[src/rtl/slr_pkg.sv]
// Shared types and constants of the stereo linear resampler.
`timescale 1ns / 1ps
package slr_pkg;

	localparam int STEP_W = 23;
	localparam logic [STEP_W-1:0] STEP_RESET = 23'd65536;

	localparam int MAX_RUN = 64;
	localparam int RUN_W = $clog2(MAX_RUN);

	localparam int CFG_IDX_W = 1;
	localparam logic [CFG_IDX_W-1:0] REG_STEP_RATIO = 1'd0;
	localparam logic [CFG_IDX_W-1:0] REG_MONO_SOURCE = 1'd1;

	typedef enum logic [1:0] {
		CMD_LOAD,
		CMD_FRAME,
		CMD_END
	} cmd_kind_t;

	typedef enum logic {
		BK_IDLE,
		BK_RUN
	} back_state_t;

	typedef struct packed {
		logic [STEP_W-1:0] step_ratio;
		logic              mono_source;
	} cfg_t;

endpackage

[src/rtl/slr_ifs.sv]
// Valid/ready channel interfaces for source frames and result frames.
`timescale 1ns / 1ps
interface slr_frame_if #(parameter int SAMPLE_BITS = 16);
	logic                          valid;
	logic                          ready;
	logic signed [SAMPLE_BITS-1:0] sample_left;
	logic signed [SAMPLE_BITS-1:0] sample_right;
	logic                          end_of_stream;

	modport source(output valid, sample_left, sample_right, end_of_stream, input ready);
	modport sink(input valid, sample_left, sample_right, end_of_stream, output ready);
endinterface

interface slr_result_if #(parameter int SAMPLE_BITS = 16);
	logic                          valid;
	logic                          ready;
	logic signed [SAMPLE_BITS-1:0] out_left;
	logic signed [SAMPLE_BITS-1:0] out_right;
	logic                          last_of_run;
	logic                          stream_ended;

	modport source(output valid, out_left, out_right, last_of_run, stream_ended, input ready);
	modport sink(input valid, out_left, out_right, last_of_run, stream_ended, output ready);
endinterface

[src/rtl/stereo_linear_resampler.sv]
// A frame's first result passes the command queue, the run state of the sequencer,
// the stage-one register and the output register; an end item skips the run state.
// Throughput: one result per cycle while the result sink is ready; a frame yields
// at most 64 results, and the sequencer takes no new item while it issues them.
// Items are accepted in every cycle while the two-entry command queue has room.
// Reset clears the stream state, phase and queue; step_ratio resets to 1.0, mono to 0.
`timescale 1ns / 1ps
module stereo_linear_resampler #(
	parameter int FRAC_BITS   = 16,
	parameter int SAMPLE_BITS = 16
) (
	input  logic                           clk,
	input  logic                           arst_n,
	slr_frame_if.sink                      frames,
	slr_result_if.source                   results,
	input  logic                           cfg_wr_en,
	input  logic [slr_pkg::CFG_IDX_W-1:0]  cfg_index,
	input  logic [slr_pkg::STEP_W-1:0]     cfg_data
);
	import slr_pkg::*;

	localparam int KIND_W = $bits(cmd_kind_t);
	localparam int CMD_W = KIND_W + 2 * SAMPLE_BITS;

	cfg_t                          cfg_q;
	logic                          push, q_full, q_empty, q_pop;
	cmd_kind_t                     push_kind, q_kind;
	logic signed [SAMPLE_BITS-1:0] push_left, push_right, q_left, q_right;
	logic [CMD_W-1:0]              push_data, pop_data;

	always_ff @(posedge clk or negedge arst_n) begin
		if (!arst_n) begin
			cfg_q.step_ratio <= STEP_RESET;
			cfg_q.mono_source <= 1'b0;
		end else if (cfg_wr_en) begin
			case (cfg_index)
				REG_STEP_RATIO: cfg_q.step_ratio <= cfg_data;
				REG_MONO_SOURCE: cfg_q.mono_source <= cfg_data[0];
				default: ;
			endcase
		end
	end

	slr_front #(
		.SAMPLE_BITS(SAMPLE_BITS)
	) u_front (
		.clk      (clk),
		.arst_n   (arst_n),
		.frames   (frames),
		.cfg      (cfg_q),
		.q_full   (q_full),
		.push     (push),
		.cmd_kind (push_kind),
		.cmd_left (push_left),
		.cmd_right(push_right)
	);

	assign push_data = {push_kind, push_left, push_right};

	slr_cmd_queue #(
		.WIDTH(CMD_W)
	) u_queue (
		.clk      (clk),
		.arst_n   (arst_n),
		.push     (push),
		.push_data(push_data),
		.full     (q_full),
		.pop      (q_pop),
		.empty    (q_empty),
		.pop_data (pop_data)
	);

	assign q_kind = cmd_kind_t'(pop_data[CMD_W-1 -: KIND_W]);
	assign q_left = pop_data[2*SAMPLE_BITS-1 -: SAMPLE_BITS];
	assign q_right = pop_data[SAMPLE_BITS-1:0];

	slr_back #(
		.FRAC_BITS  (FRAC_BITS),
		.SAMPLE_BITS(SAMPLE_BITS)
	) u_back (
		.clk    (clk),
		.arst_n (arst_n),
		.cfg    (cfg_q),
		.q_empty(q_empty),
		.q_kind (q_kind),
		.q_left (q_left),
		.q_right(q_right),
		.q_pop  (q_pop),
		.results(results)
	);

endmodule

[src/rtl/slr_front.sv]
// Front end: accepts source items, tracks start and end of stream, and issues commands.
`timescale 1ns / 1ps
module slr_front #(
	parameter int SAMPLE_BITS = 16
) (
	input  logic                          clk,
	input  logic                          arst_n,
	slr_frame_if.sink                     frames,
	input  slr_pkg::cfg_t                 cfg,
	input  logic                          q_full,
	output logic                          push,
	output slr_pkg::cmd_kind_t            cmd_kind,
	output logic signed [SAMPLE_BITS-1:0] cmd_left,
	output logic signed [SAMPLE_BITS-1:0] cmd_right
);
	import slr_pkg::*;

	logic ended_q;
	logic primed_q;
	logic accept;

	assign frames.ready = !q_full;
	assign accept = frames.valid && frames.ready;
	assign push = accept && !ended_q;

	always_comb begin
		if (frames.end_of_stream) begin
			cmd_kind = CMD_END;
		end else if (!primed_q) begin
			cmd_kind = CMD_LOAD;
		end else begin
			cmd_kind = CMD_FRAME;
		end
	end

	assign cmd_left = frames.sample_left;
	assign cmd_right = cfg.mono_source ? frames.sample_left : frames.sample_right;

	always_ff @(posedge clk or negedge arst_n) begin
		if (!arst_n) begin
			ended_q <= 1'b0;
			primed_q <= 1'b0;
		end else if (push) begin
			if (frames.end_of_stream) begin
				ended_q <= 1'b1;
			end else begin
				primed_q <= 1'b1;
			end
		end
	end

endmodule

[src/rtl/slr_cmd_queue.sv]
// Two-entry command queue between the front end and the interpolation back end.
`timescale 1ns / 1ps
module slr_cmd_queue #(
	parameter int WIDTH = 34
) (
	input  logic             clk,
	input  logic             arst_n,
	input  logic             push,
	input  logic [WIDTH-1:0] push_data,
	output logic             full,
	input  logic             pop,
	output logic             empty,
	output logic [WIDTH-1:0] pop_data
);
	logic [WIDTH-1:0] mem_q [2];
	logic             wr_q;
	logic             rd_q;
	logic [1:0]       cnt_q;

	assign full = (cnt_q == 2'd2);
	assign empty = (cnt_q == 2'd0);
	assign pop_data = mem_q[rd_q];

	always_ff @(posedge clk) begin
		if (push) begin
			mem_q[wr_q] <= push_data;
		end
	end

	always_ff @(posedge clk or negedge arst_n) begin
		if (!arst_n) begin
			wr_q <= 1'b0;
			rd_q <= 1'b0;
			cnt_q <= 2'd0;
		end else begin
			if (push) begin
				wr_q <= !wr_q;
			end
			if (pop) begin
				rd_q <= !rd_q;
			end
			if (push && !pop) begin
				cnt_q <= cnt_q + 2'd1;
			end else if (pop && !push) begin
				cnt_q <= cnt_q - 2'd1;
			end
		end
	end

endmodule

[src/rtl/slr_back.sv]
// Back end: phase sequencer and two-stage interpolation datapath with output register.
`timescale 1ns / 1ps
module slr_back #(
	parameter int FRAC_BITS   = 16,
	parameter int SAMPLE_BITS = 16
) (
	input  logic                          clk,
	input  logic                          arst_n,
	input  slr_pkg::cfg_t                 cfg,
	input  logic                          q_empty,
	input  slr_pkg::cmd_kind_t            q_kind,
	input  logic signed [SAMPLE_BITS-1:0] q_left,
	input  logic signed [SAMPLE_BITS-1:0] q_right,
	output logic                          q_pop,
	slr_result_if.source                  results
);
	import slr_pkg::*;

	localparam int F = FRAC_BITS;
	localparam int S = SAMPLE_BITS;
	localparam int PH_W = ((STEP_W > F) ? STEP_W : F) + 1;
	localparam int T_W = S + F + 2;
	localparam logic [PH_W-1:0] ONE = PH_W'(1) << F;
	localparam logic signed [T_W-1:0] RBIAS = T_W'((64'd1 << F) - 64'd1);

	back_state_t          state_q, state_d;
	logic [PH_W-1:0]      phase_q, phase_d, phase_nx;
	logic [RUN_W-1:0]     cnt_q, cnt_d;
	logic signed [S-1:0]  prev_l_q, prev_l_d, prev_r_q, prev_r_d;
	logic signed [S-1:0]  new_l_q, new_l_d, new_r_q, new_r_d;

	logic                 en;
	logic                 iss_v, iss_end, iss_last;
	logic signed [S:0]    diff_l, diff_r;
	logic signed [F:0]    frac;
	logic signed [T_W-1:0] prod_l, prod_r;

	logic                 v_s1, last_s1, end_s1;
	logic signed [S-1:0]  a_l_s1, a_r_s1;
	logic signed [T_W-1:0] prod_l_s1, prod_r_s1;

	logic signed [T_W-1:0] t_l, t_r, r_l, r_r, sh_l, sh_r;

	logic                 out_v_q, out_last_q, out_end_q;
	logic signed [S-1:0]  out_l_q, out_r_q;

	assign en = !out_v_q || results.ready;
	assign phase_nx = phase_q + PH_W'(cfg.step_ratio);

	always_comb begin
		state_d = state_q;
		phase_d = phase_q;
		cnt_d = cnt_q;
		prev_l_d = prev_l_q;
		prev_r_d = prev_r_q;
		new_l_d = new_l_q;
		new_r_d = new_r_q;
		q_pop = 1'b0;
		iss_v = 1'b0;
		iss_end = 1'b0;
		iss_last = 1'b0;
		case (state_q)
			BK_IDLE: begin
				if (!q_empty && en) begin
					q_pop = 1'b1;
					case (q_kind)
						CMD_LOAD: begin
							prev_l_d = q_left;
							prev_r_d = q_right;
						end
						CMD_END: begin
							iss_v = 1'b1;
							iss_end = 1'b1;
							iss_last = 1'b1;
						end
						CMD_FRAME: begin
							if (phase_q >= ONE) begin
								phase_d = phase_q - ONE;
								prev_l_d = q_left;
								prev_r_d = q_right;
							end else begin
								new_l_d = q_left;
								new_r_d = q_right;
								cnt_d = '0;
								state_d = BK_RUN;
							end
						end
						default: ;
					endcase
				end
			end
			BK_RUN: begin
				if (en) begin
					iss_v = 1'b1;
					cnt_d = cnt_q + RUN_W'(1);
					if (phase_nx >= ONE || cnt_q == RUN_W'(MAX_RUN - 1)) begin
						iss_last = 1'b1;
						phase_d = (phase_nx >= ONE) ? (phase_nx - ONE) : '0;
						prev_l_d = new_l_q;
						prev_r_d = new_r_q;
						state_d = BK_IDLE;
					end else begin
						phase_d = phase_nx;
					end
				end
			end
			default: state_d = BK_IDLE;
		endcase
	end

	always_ff @(posedge clk or negedge arst_n) begin
		if (!arst_n) begin
			state_q <= BK_IDLE;
			phase_q <= '0;
			cnt_q <= '0;
			prev_l_q <= '0;
			prev_r_q <= '0;
			new_l_q <= '0;
			new_r_q <= '0;
		end else begin
			state_q <= state_d;
			phase_q <= phase_d;
			cnt_q <= cnt_d;
			prev_l_q <= prev_l_d;
			prev_r_q <= prev_r_d;
			new_l_q <= new_l_d;
			new_r_q <= new_r_d;
		end
	end

	// Difference times fraction; the fraction is below 1.0 whenever a result issues.
	assign frac = $signed({1'b0, phase_q[F-1:0]});
	assign diff_l = {new_l_q[S-1], new_l_q} - {prev_l_q[S-1], prev_l_q};
	assign diff_r = {new_r_q[S-1], new_r_q} - {prev_r_q[S-1], prev_r_q};
	assign prod_l = T_W'(diff_l) * T_W'(frac);
	assign prod_r = T_W'(diff_r) * T_W'(frac);

	always_ff @(posedge clk or negedge arst_n) begin
		if (!arst_n) begin
			v_s1 <= 1'b0;
		end else if (en) begin
			v_s1 <= iss_v;
		end
	end

	always_ff @(posedge clk) begin
		if (en) begin
			last_s1 <= iss_last;
			end_s1 <= iss_end;
			a_l_s1 <= iss_end ? '0 : prev_l_q;
			a_r_s1 <= iss_end ? '0 : prev_r_q;
			prod_l_s1 <= iss_end ? '0 : prod_l;
			prod_r_s1 <= iss_end ? '0 : prod_r;
		end
	end

	// Add the scaled base sample, then shift with truncation toward zero.
	always_comb begin
		t_l = (T_W'(a_l_s1) <<< F) + prod_l_s1;
		t_r = (T_W'(a_r_s1) <<< F) + prod_r_s1;
		r_l = t_l + (t_l[T_W-1] ? RBIAS : '0);
		r_r = t_r + (t_r[T_W-1] ? RBIAS : '0);
		sh_l = r_l >>> F;
		sh_r = r_r >>> F;
	end

	always_ff @(posedge clk or negedge arst_n) begin
		if (!arst_n) begin
			out_v_q <= 1'b0;
		end else if (en) begin
			out_v_q <= v_s1;
		end
	end

	always_ff @(posedge clk) begin
		if (en) begin
			out_l_q <= sh_l[S-1:0];
			out_r_q <= sh_r[S-1:0];
			out_last_q <= last_s1;
			out_end_q <= end_s1;
		end
	end

	assign results.valid = out_v_q;
	assign results.out_left = out_l_q;
	assign results.out_right = out_r_q;
	assign results.last_of_run = out_last_q;
	assign results.stream_ended = out_end_q;

endmodule

[src/flat_wrapper.sv]
// flat-port wrapper written by rule: the top's interface ports become plain ports
module stereo_linear_resampler_flat import slr_pkg::*;
#(
	parameter int FRAC_BITS   = 16,
	parameter int SAMPLE_BITS = 16
)
  (clk, arst_n, cfg_wr_en, cfg_index, cfg_data, frames_valid, frames_sample_left, frames_sample_right, frames_end_of_stream, frames_ready, results_valid, results_out_left, results_out_right, results_last_of_run, results_stream_ended, results_ready);
  slr_frame_if #(.SAMPLE_BITS(SAMPLE_BITS)) frames_i ();
  slr_result_if #(.SAMPLE_BITS(SAMPLE_BITS)) results_i ();
  input  logic clk;
  input  logic arst_n;
  input  logic cfg_wr_en;
  input  logic [slr_pkg::CFG_IDX_W-1:0] cfg_index;
  input  logic [slr_pkg::STEP_W-1:0] cfg_data;
  input wire logic [$bits(frames_i.valid)-1:0] frames_valid;
  input wire logic [$bits(frames_i.sample_left)-1:0] frames_sample_left;
  input wire logic [$bits(frames_i.sample_right)-1:0] frames_sample_right;
  input wire logic [$bits(frames_i.end_of_stream)-1:0] frames_end_of_stream;
  output wire logic [$bits(frames_i.ready)-1:0] frames_ready;
  output wire logic [$bits(results_i.valid)-1:0] results_valid;
  output wire logic [$bits(results_i.out_left)-1:0] results_out_left;
  output wire logic [$bits(results_i.out_right)-1:0] results_out_right;
  output wire logic [$bits(results_i.last_of_run)-1:0] results_last_of_run;
  output wire logic [$bits(results_i.stream_ended)-1:0] results_stream_ended;
  input wire logic [$bits(results_i.ready)-1:0] results_ready;
  assign frames_i.valid = frames_valid;
  assign frames_i.sample_left = frames_sample_left;
  assign frames_i.sample_right = frames_sample_right;
  assign frames_i.end_of_stream = frames_end_of_stream;
  assign frames_ready = frames_i.ready;
  assign results_valid = results_i.valid;
  assign results_out_left = results_i.out_left;
  assign results_out_right = results_i.out_right;
  assign results_last_of_run = results_i.last_of_run;
  assign results_stream_ended = results_i.stream_ended;
  assign results_i.ready = results_ready;
  stereo_linear_resampler #(.FRAC_BITS(FRAC_BITS), .SAMPLE_BITS(SAMPLE_BITS)) u_core (.clk(clk), .arst_n(arst_n), .frames(frames_i), .results(results_i), .cfg_wr_en(cfg_wr_en), .cfg_index(cfg_index), .cfg_data(cfg_data));
endmodule
[config.mk]
export PLATFORM = sky130hd
export DESIGN_NAME = stereo_linear_resampler_flat
export DESIGN_NICKNAME = d
export VERILOG_FILES = /design/src/rtl/slr_pkg.sv /design/src/rtl/slr_ifs.sv /design/src/rtl/stereo_linear_resampler.sv /design/src/rtl/slr_front.sv /design/src/rtl/slr_cmd_queue.sv /design/src/rtl/slr_back.sv /design/src/flat_wrapper.sv
export SDC_FILE = /design/constraint.sdc
export NUM_CORES = 2
export LEC_CHECK = 0
export BUFFER_PORTS_ARGS = -buffer_cell sky130_fd_sc_hd__buf_2
export CAP_MARGIN = 25
export CORE_AREA = 5 5 261 263
export DETAILED_ROUTE_END_ITERATION = 10
export DIE_AREA = 0 0 266 268
export PLACE_DENSITY = 0.8
export SYNTH_ARGS = -nofsm -noshare
export SYNTH_HDL_FRONTEND = slang
export SYNTH_SLANG_ARGS = --single-unit
[constraint.sdc]
create_clock -name clk -period 12.91 [get_ports clk]
set_input_delay 1.291 -clock clk [delete_from_list [all_inputs] [get_ports clk]]
set_output_delay 1.291 -clock clk [all_outputs]
set_load 0.005 [all_outputs]
==> reports/summary.json <==
{
  "start_util": {"value": 62.32, "unit": "%"},
  "hold_violations": {"value": 0},
  "layout_min_cycle_time": {"value": 9297, "unit": "ps"},
  "required": {"value": 13210, "unit": "ps"},
  "synth_nets": {"value": 5250},
  "ys_types": {"value": 78},
  "cts_tree": {"value": "built"},
  "die_w": {"value": 266, "unit": "um"},
  "synth.yosys.seq_area_share": {"value": 22.83, "unit": "%"},
  "clkSlewWorstSetupHoldPaths": {"value": 70, "unit": "ps"},
  "synth-async-reset-ratio": {"value": 38.37, "unit": "%"},
  "drv_slew": {"value": 0},
  "drt-pass1-iter-count": {"value": 6},
  "flow.area_growth_from_synthesis": {"value": 6.518, "unit": "%"},
  "post_route_cells_drive_above_1_share": {"value": 6.755, "unit": "%"},
  "row_count": {"value": 94},
  "critPathMaxFanout": {"value": 13},
  "cts_max_path_buffers": {"value": 3},
  "sum_of_overflow_across_all_layers_after_global_routing": {"value": 0},
  "total_vias_in_the_final_route": {"value": 30570},
  "net_count_reported_at_finish": {"value": 5248},
  "ctsHtreeMaxLevel": {"value": 2},
  "cts_hold_buf": {"value": 0},
  "n_fill_cell": {"value": 5156},
  "core_region_area": {"value": 0.06539, "unit": "mm2"},
  "antenna_found_initial": {"value": 9},
  "grt_start_max_net_pins": {"value": 78},
  "setup_viols_final": {"value": 0},
  "detail_route.wl_per_cell": {"value": 18.59, "unit": "um"},
  "critical_path.top_delay_family": {"value": "adder cells"},
  "fp.dieArea": {"value": 0.07129, "unit": "mm2"},
  "max_clock_freq": {"value": 107.6, "unit": "MHz"},
  "critical_path_buf_inv_count": {"value": 6},
  "detail_route.drc_violations": {"value": 0},
  "tritoncts.num_buffers": {"value": 39},
  "drt-vias-per-instance": {"value": 5.841},
  "setup.worst_path.class": {"value": "flip-flop to flip-flop"},
  "worst_path_most_repeated_cell": {"value": "fa_1"},
  "finalClockSkew": {"value": 42.21, "unit": "ps"},
  "timing.critical_path.slowest_cell_delay": {"value": 920, "unit": "ps"},
  "yosys.area.top_type_share": {"value": 27.07, "unit": "%"},
  "first_global_vias": {"value": 31590},
  "cts_sinks": {"value": 331},
  "synthCells": {"value": 4338},
  "yosysTopAreaCell": {"value": "fa_1"},
  "timing.slew.headroom": {"value": 30.47, "unit": "%"},
  "place.port_buffers": {"value": 97},
  "critical_path.endpoint_type": {"value": "flip-flop"},
  "ys.flop_type": {"value": "edfxtp_1"},
  "post-cts-setup-buffers": {"value": 0},
  "postRouteAntennaNets": {"value": 0},
  "synth_warnings": {"value": 0},
  "clock_tree.root_cell": {"value": "clkbuf_16"},
  "result_of_the_run": {"value": "finished, final reports clean"},
  "clkLatencyLatePin": {"value": 580, "unit": "ps"},
  "crit_path_start_kind": {"value": "flip-flop"},
  "worst_pin_slew": {"value": 1017, "unit": "ps"},
  "cap_viol_max_count": {"value": 0},
  "num_io_pins": {"value": 98},
  "drt_iter0_drc": {"value": 2331},
  "critical_path.slowest_cell": {"value": "a2111oi_0"},
  "wirelength": {"value": 97260, "unit": "um"},
  "gp_routability_congestion": {"value": 0.9273},
  "period_share": {"value": 72.01, "unit": "%"},
  "hpwlAfterDp": {"value": 74020, "unit": "um"},
  "setup_tns": {"value": 0, "unit": "ps"},
  "timing.hold.worst.class": {"value": "flip-flop to flip-flop"},
  "cts_resized": {"value": 0},
  "die_h": {"value": 268, "unit": "um"},
  "setup_repair_after_global_routing_missed_its_margin": {"value": "false"},
  "synth-edff-count": {"value": 204},
  "grt_first_pass_wirelength": {"value": 160100, "unit": "um"},
  "summed_instance_area_of_the_synthesized_netlist": {"value": 0.04075, "unit": "mm2"},
  "crit_arrival": {"value": 9600, "unit": "ps"},
  "syn-mean-instance-area": {"value": 9.394, "unit": "um2"},
  "postSynthRegisterBits": {"value": 331},
  "yosys-top-cells-area": {"value": "fa_1, edfxtp_1, ha_1, dfrtp_1, inv_1"},
  "groute.usage.overall": {"value": 27.66, "unit": "%"}
}
-- cells by family (layout without fill, tap and decap cells) --
group | Yosys count | after routing | share of synthesized area (%)
buf+inv | 985 | 1014 | 9.138
mux | 116 | 116 | 2.978
xor+xnor | 162 | 162 | 3.482
flops | 331 | 331 | 22.83
simple gates | 1263 | 1263 | 15.04
compound gates | 619 | 619 | 9.985
fa+ha+maj | 862 | 862 | 36.54
other cells | 0 | 2 | 0
-- layout make-up --
cell class                      count  area (um2)  share of cell area [%]
Antenna cell                        2       5.005                 0.01153
Clock buffer                       48        1041                   2.398
Clock inverter                     24       270.3                  0.6226
Inverter                          788        2958                   6.814
Multi-Input combinational cell   3022       27780                   63.99
Sequential cell                   331        9309                   21.45
Tap cell                          864        1081                   2.490
Timing Repair Buffer              154       967.2                   2.228
-- metal layers --
| layer | vias to the layer above | routed length [um] | track usage [%] |
|---|---|---|---|
| met3 | 286 | 7525 | 4.889 |
| met2 | 1161 | 46770 | 46.72 |
| met1 | 15080 | 38330 | 35.95 |
| met5 | - | 98 | 0 |
| li1 | 14030 | - | - |
| met4 | 12 | 4545 | 10.98 |
-- final timing paths --
check,from,endpoint,slack [ps],cells after the start
max in group asynchronous,arst_n,u_core.u_queue.rd_q$_DFFE_PN0P_,10930,2
setup reg to reg,u_core.u_back.prev_l_q[1]$_DFFE_PN0P_,u_core.u_back.prod_l_s1[33]$_SDFFCE_PP0N_,3610,30
hold reg to reg,u_core.u_back.end_s1$_DFFE_PN_,u_core.u_back.results.stream_ended$_DFFE_PN_,420,0
setup / recovery,u_core.u_back.prev_l_q[1]$_DFFE_PN0P_,u_core.u_back.prod_l_s1[33]$_SDFFCE_PP0N_,3610,30
hold / removal,u_core.u_back.end_s1$_DFFE_PN_,u_core.u_back.results.stream_ended$_DFFE_PN_,420,0
min in group asynchronous,arst_n,u_core.u_back.new_r_q[9]$_DFFE_PN0P_,740,1
-- Yosys cell counts (36+ instances only) --
| cell type | count |
|---|---|
| nor2b_1 | 67 |
| xor2_1 | 49 |
| and2_1 | 212 |
| inv_1 | 786 |
| clkbuf_1 | 181 |
| dfrtp_1 | 126 |
| nand2b_1 | 40 |
| nand3_1 | 81 |
| mux2i_1 | 74 |
| a21oi_1 | 204 |
| nor2_1 | 277 |
| mux2_2 | 42 |
| o211ai_1 | 36 |
| o21ai_0 | 92 |
| nand2_1 | 401 |
| fa_1 | 551 |
| edfxtp_1 | 204 |
| a21o_1 | 71 |
| ha_1 | 299 |
| xnor2_1 | 113 |
| nor3_1 | 42 |
-- state kept, by name, summed over array words and instances (netlist names), 6 cells and up --
| register | flops |
|---|---|
| u_core.u_back.phase_q | 24 |
| u_core.u_back.a_r_s1 | 16 |
| u_core.u_back.new_l_q | 16 |
| u_core.u_queue.mem_q | 68 |
| u_core.u_back.cnt_q | 6 |
| u_core.u_back.results.out_right | 16 |
| u_core.cfg_q | 24 |
| u_core.u_back.prev_l_q | 16 |
| u_core.u_back.results.out_left | 16 |
| u_core.u_back.prev_r_q | 16 |
| u_core.u_back.a_l_s1 | 16 |
| u_core.u_back.new_r_q | 16 |
| u_core.u_back.prod_l_s1 | 34 |
| u_core.u_back.prod_r_s1 | 34 |
-- per-stage QoR --
stage / hold WS [ps] / util (%) / setup slack (ps) / cells / instance area, um2
final: 423.0 / 66.38 / 3613 / 5233 / 43410
after global routing: 438.7 / 66.37 / 2770 / 5232 / 43400
after CTS: 423.7 / 66.29 / 3510 / 5229 / 43350
after detailed placement: 414.6 / 64.28 / 3590 / 5157 / 42040
after global placement: 404.3 / 64.25 / 3773 / 5155 / 42010
after floorplan: 400.3 / - / 4588 / 4338 / 40750
-- cells in the final DEF (no fill, tap or decap), drive strengths merged, types with 13 or more instances in the layout --
cell type  instances
xor2              49
nand2b            40
a21oi            204
mux2i             74
buf              154
nor2b             67
o211ai            36
nand4             18
dfrtp            126
a311oi            21
nor2             277
a21o              71
nand3b            13
inv              789
xnor2            113
nor3              42
a31oi             22
o21bai            16
and3              35
nor4              26
edfxtp           204
clkbuf            48
nand3             82
o311ai            19
mux2              42
a211oi            22
fa               551
and2             213
o21a              18
o21ai             95
nand2            401
or3               16
ha               299
Power is not shown: default switching activity piles up to over one toggle a cycle in this logic, so the estimate is an artifact.
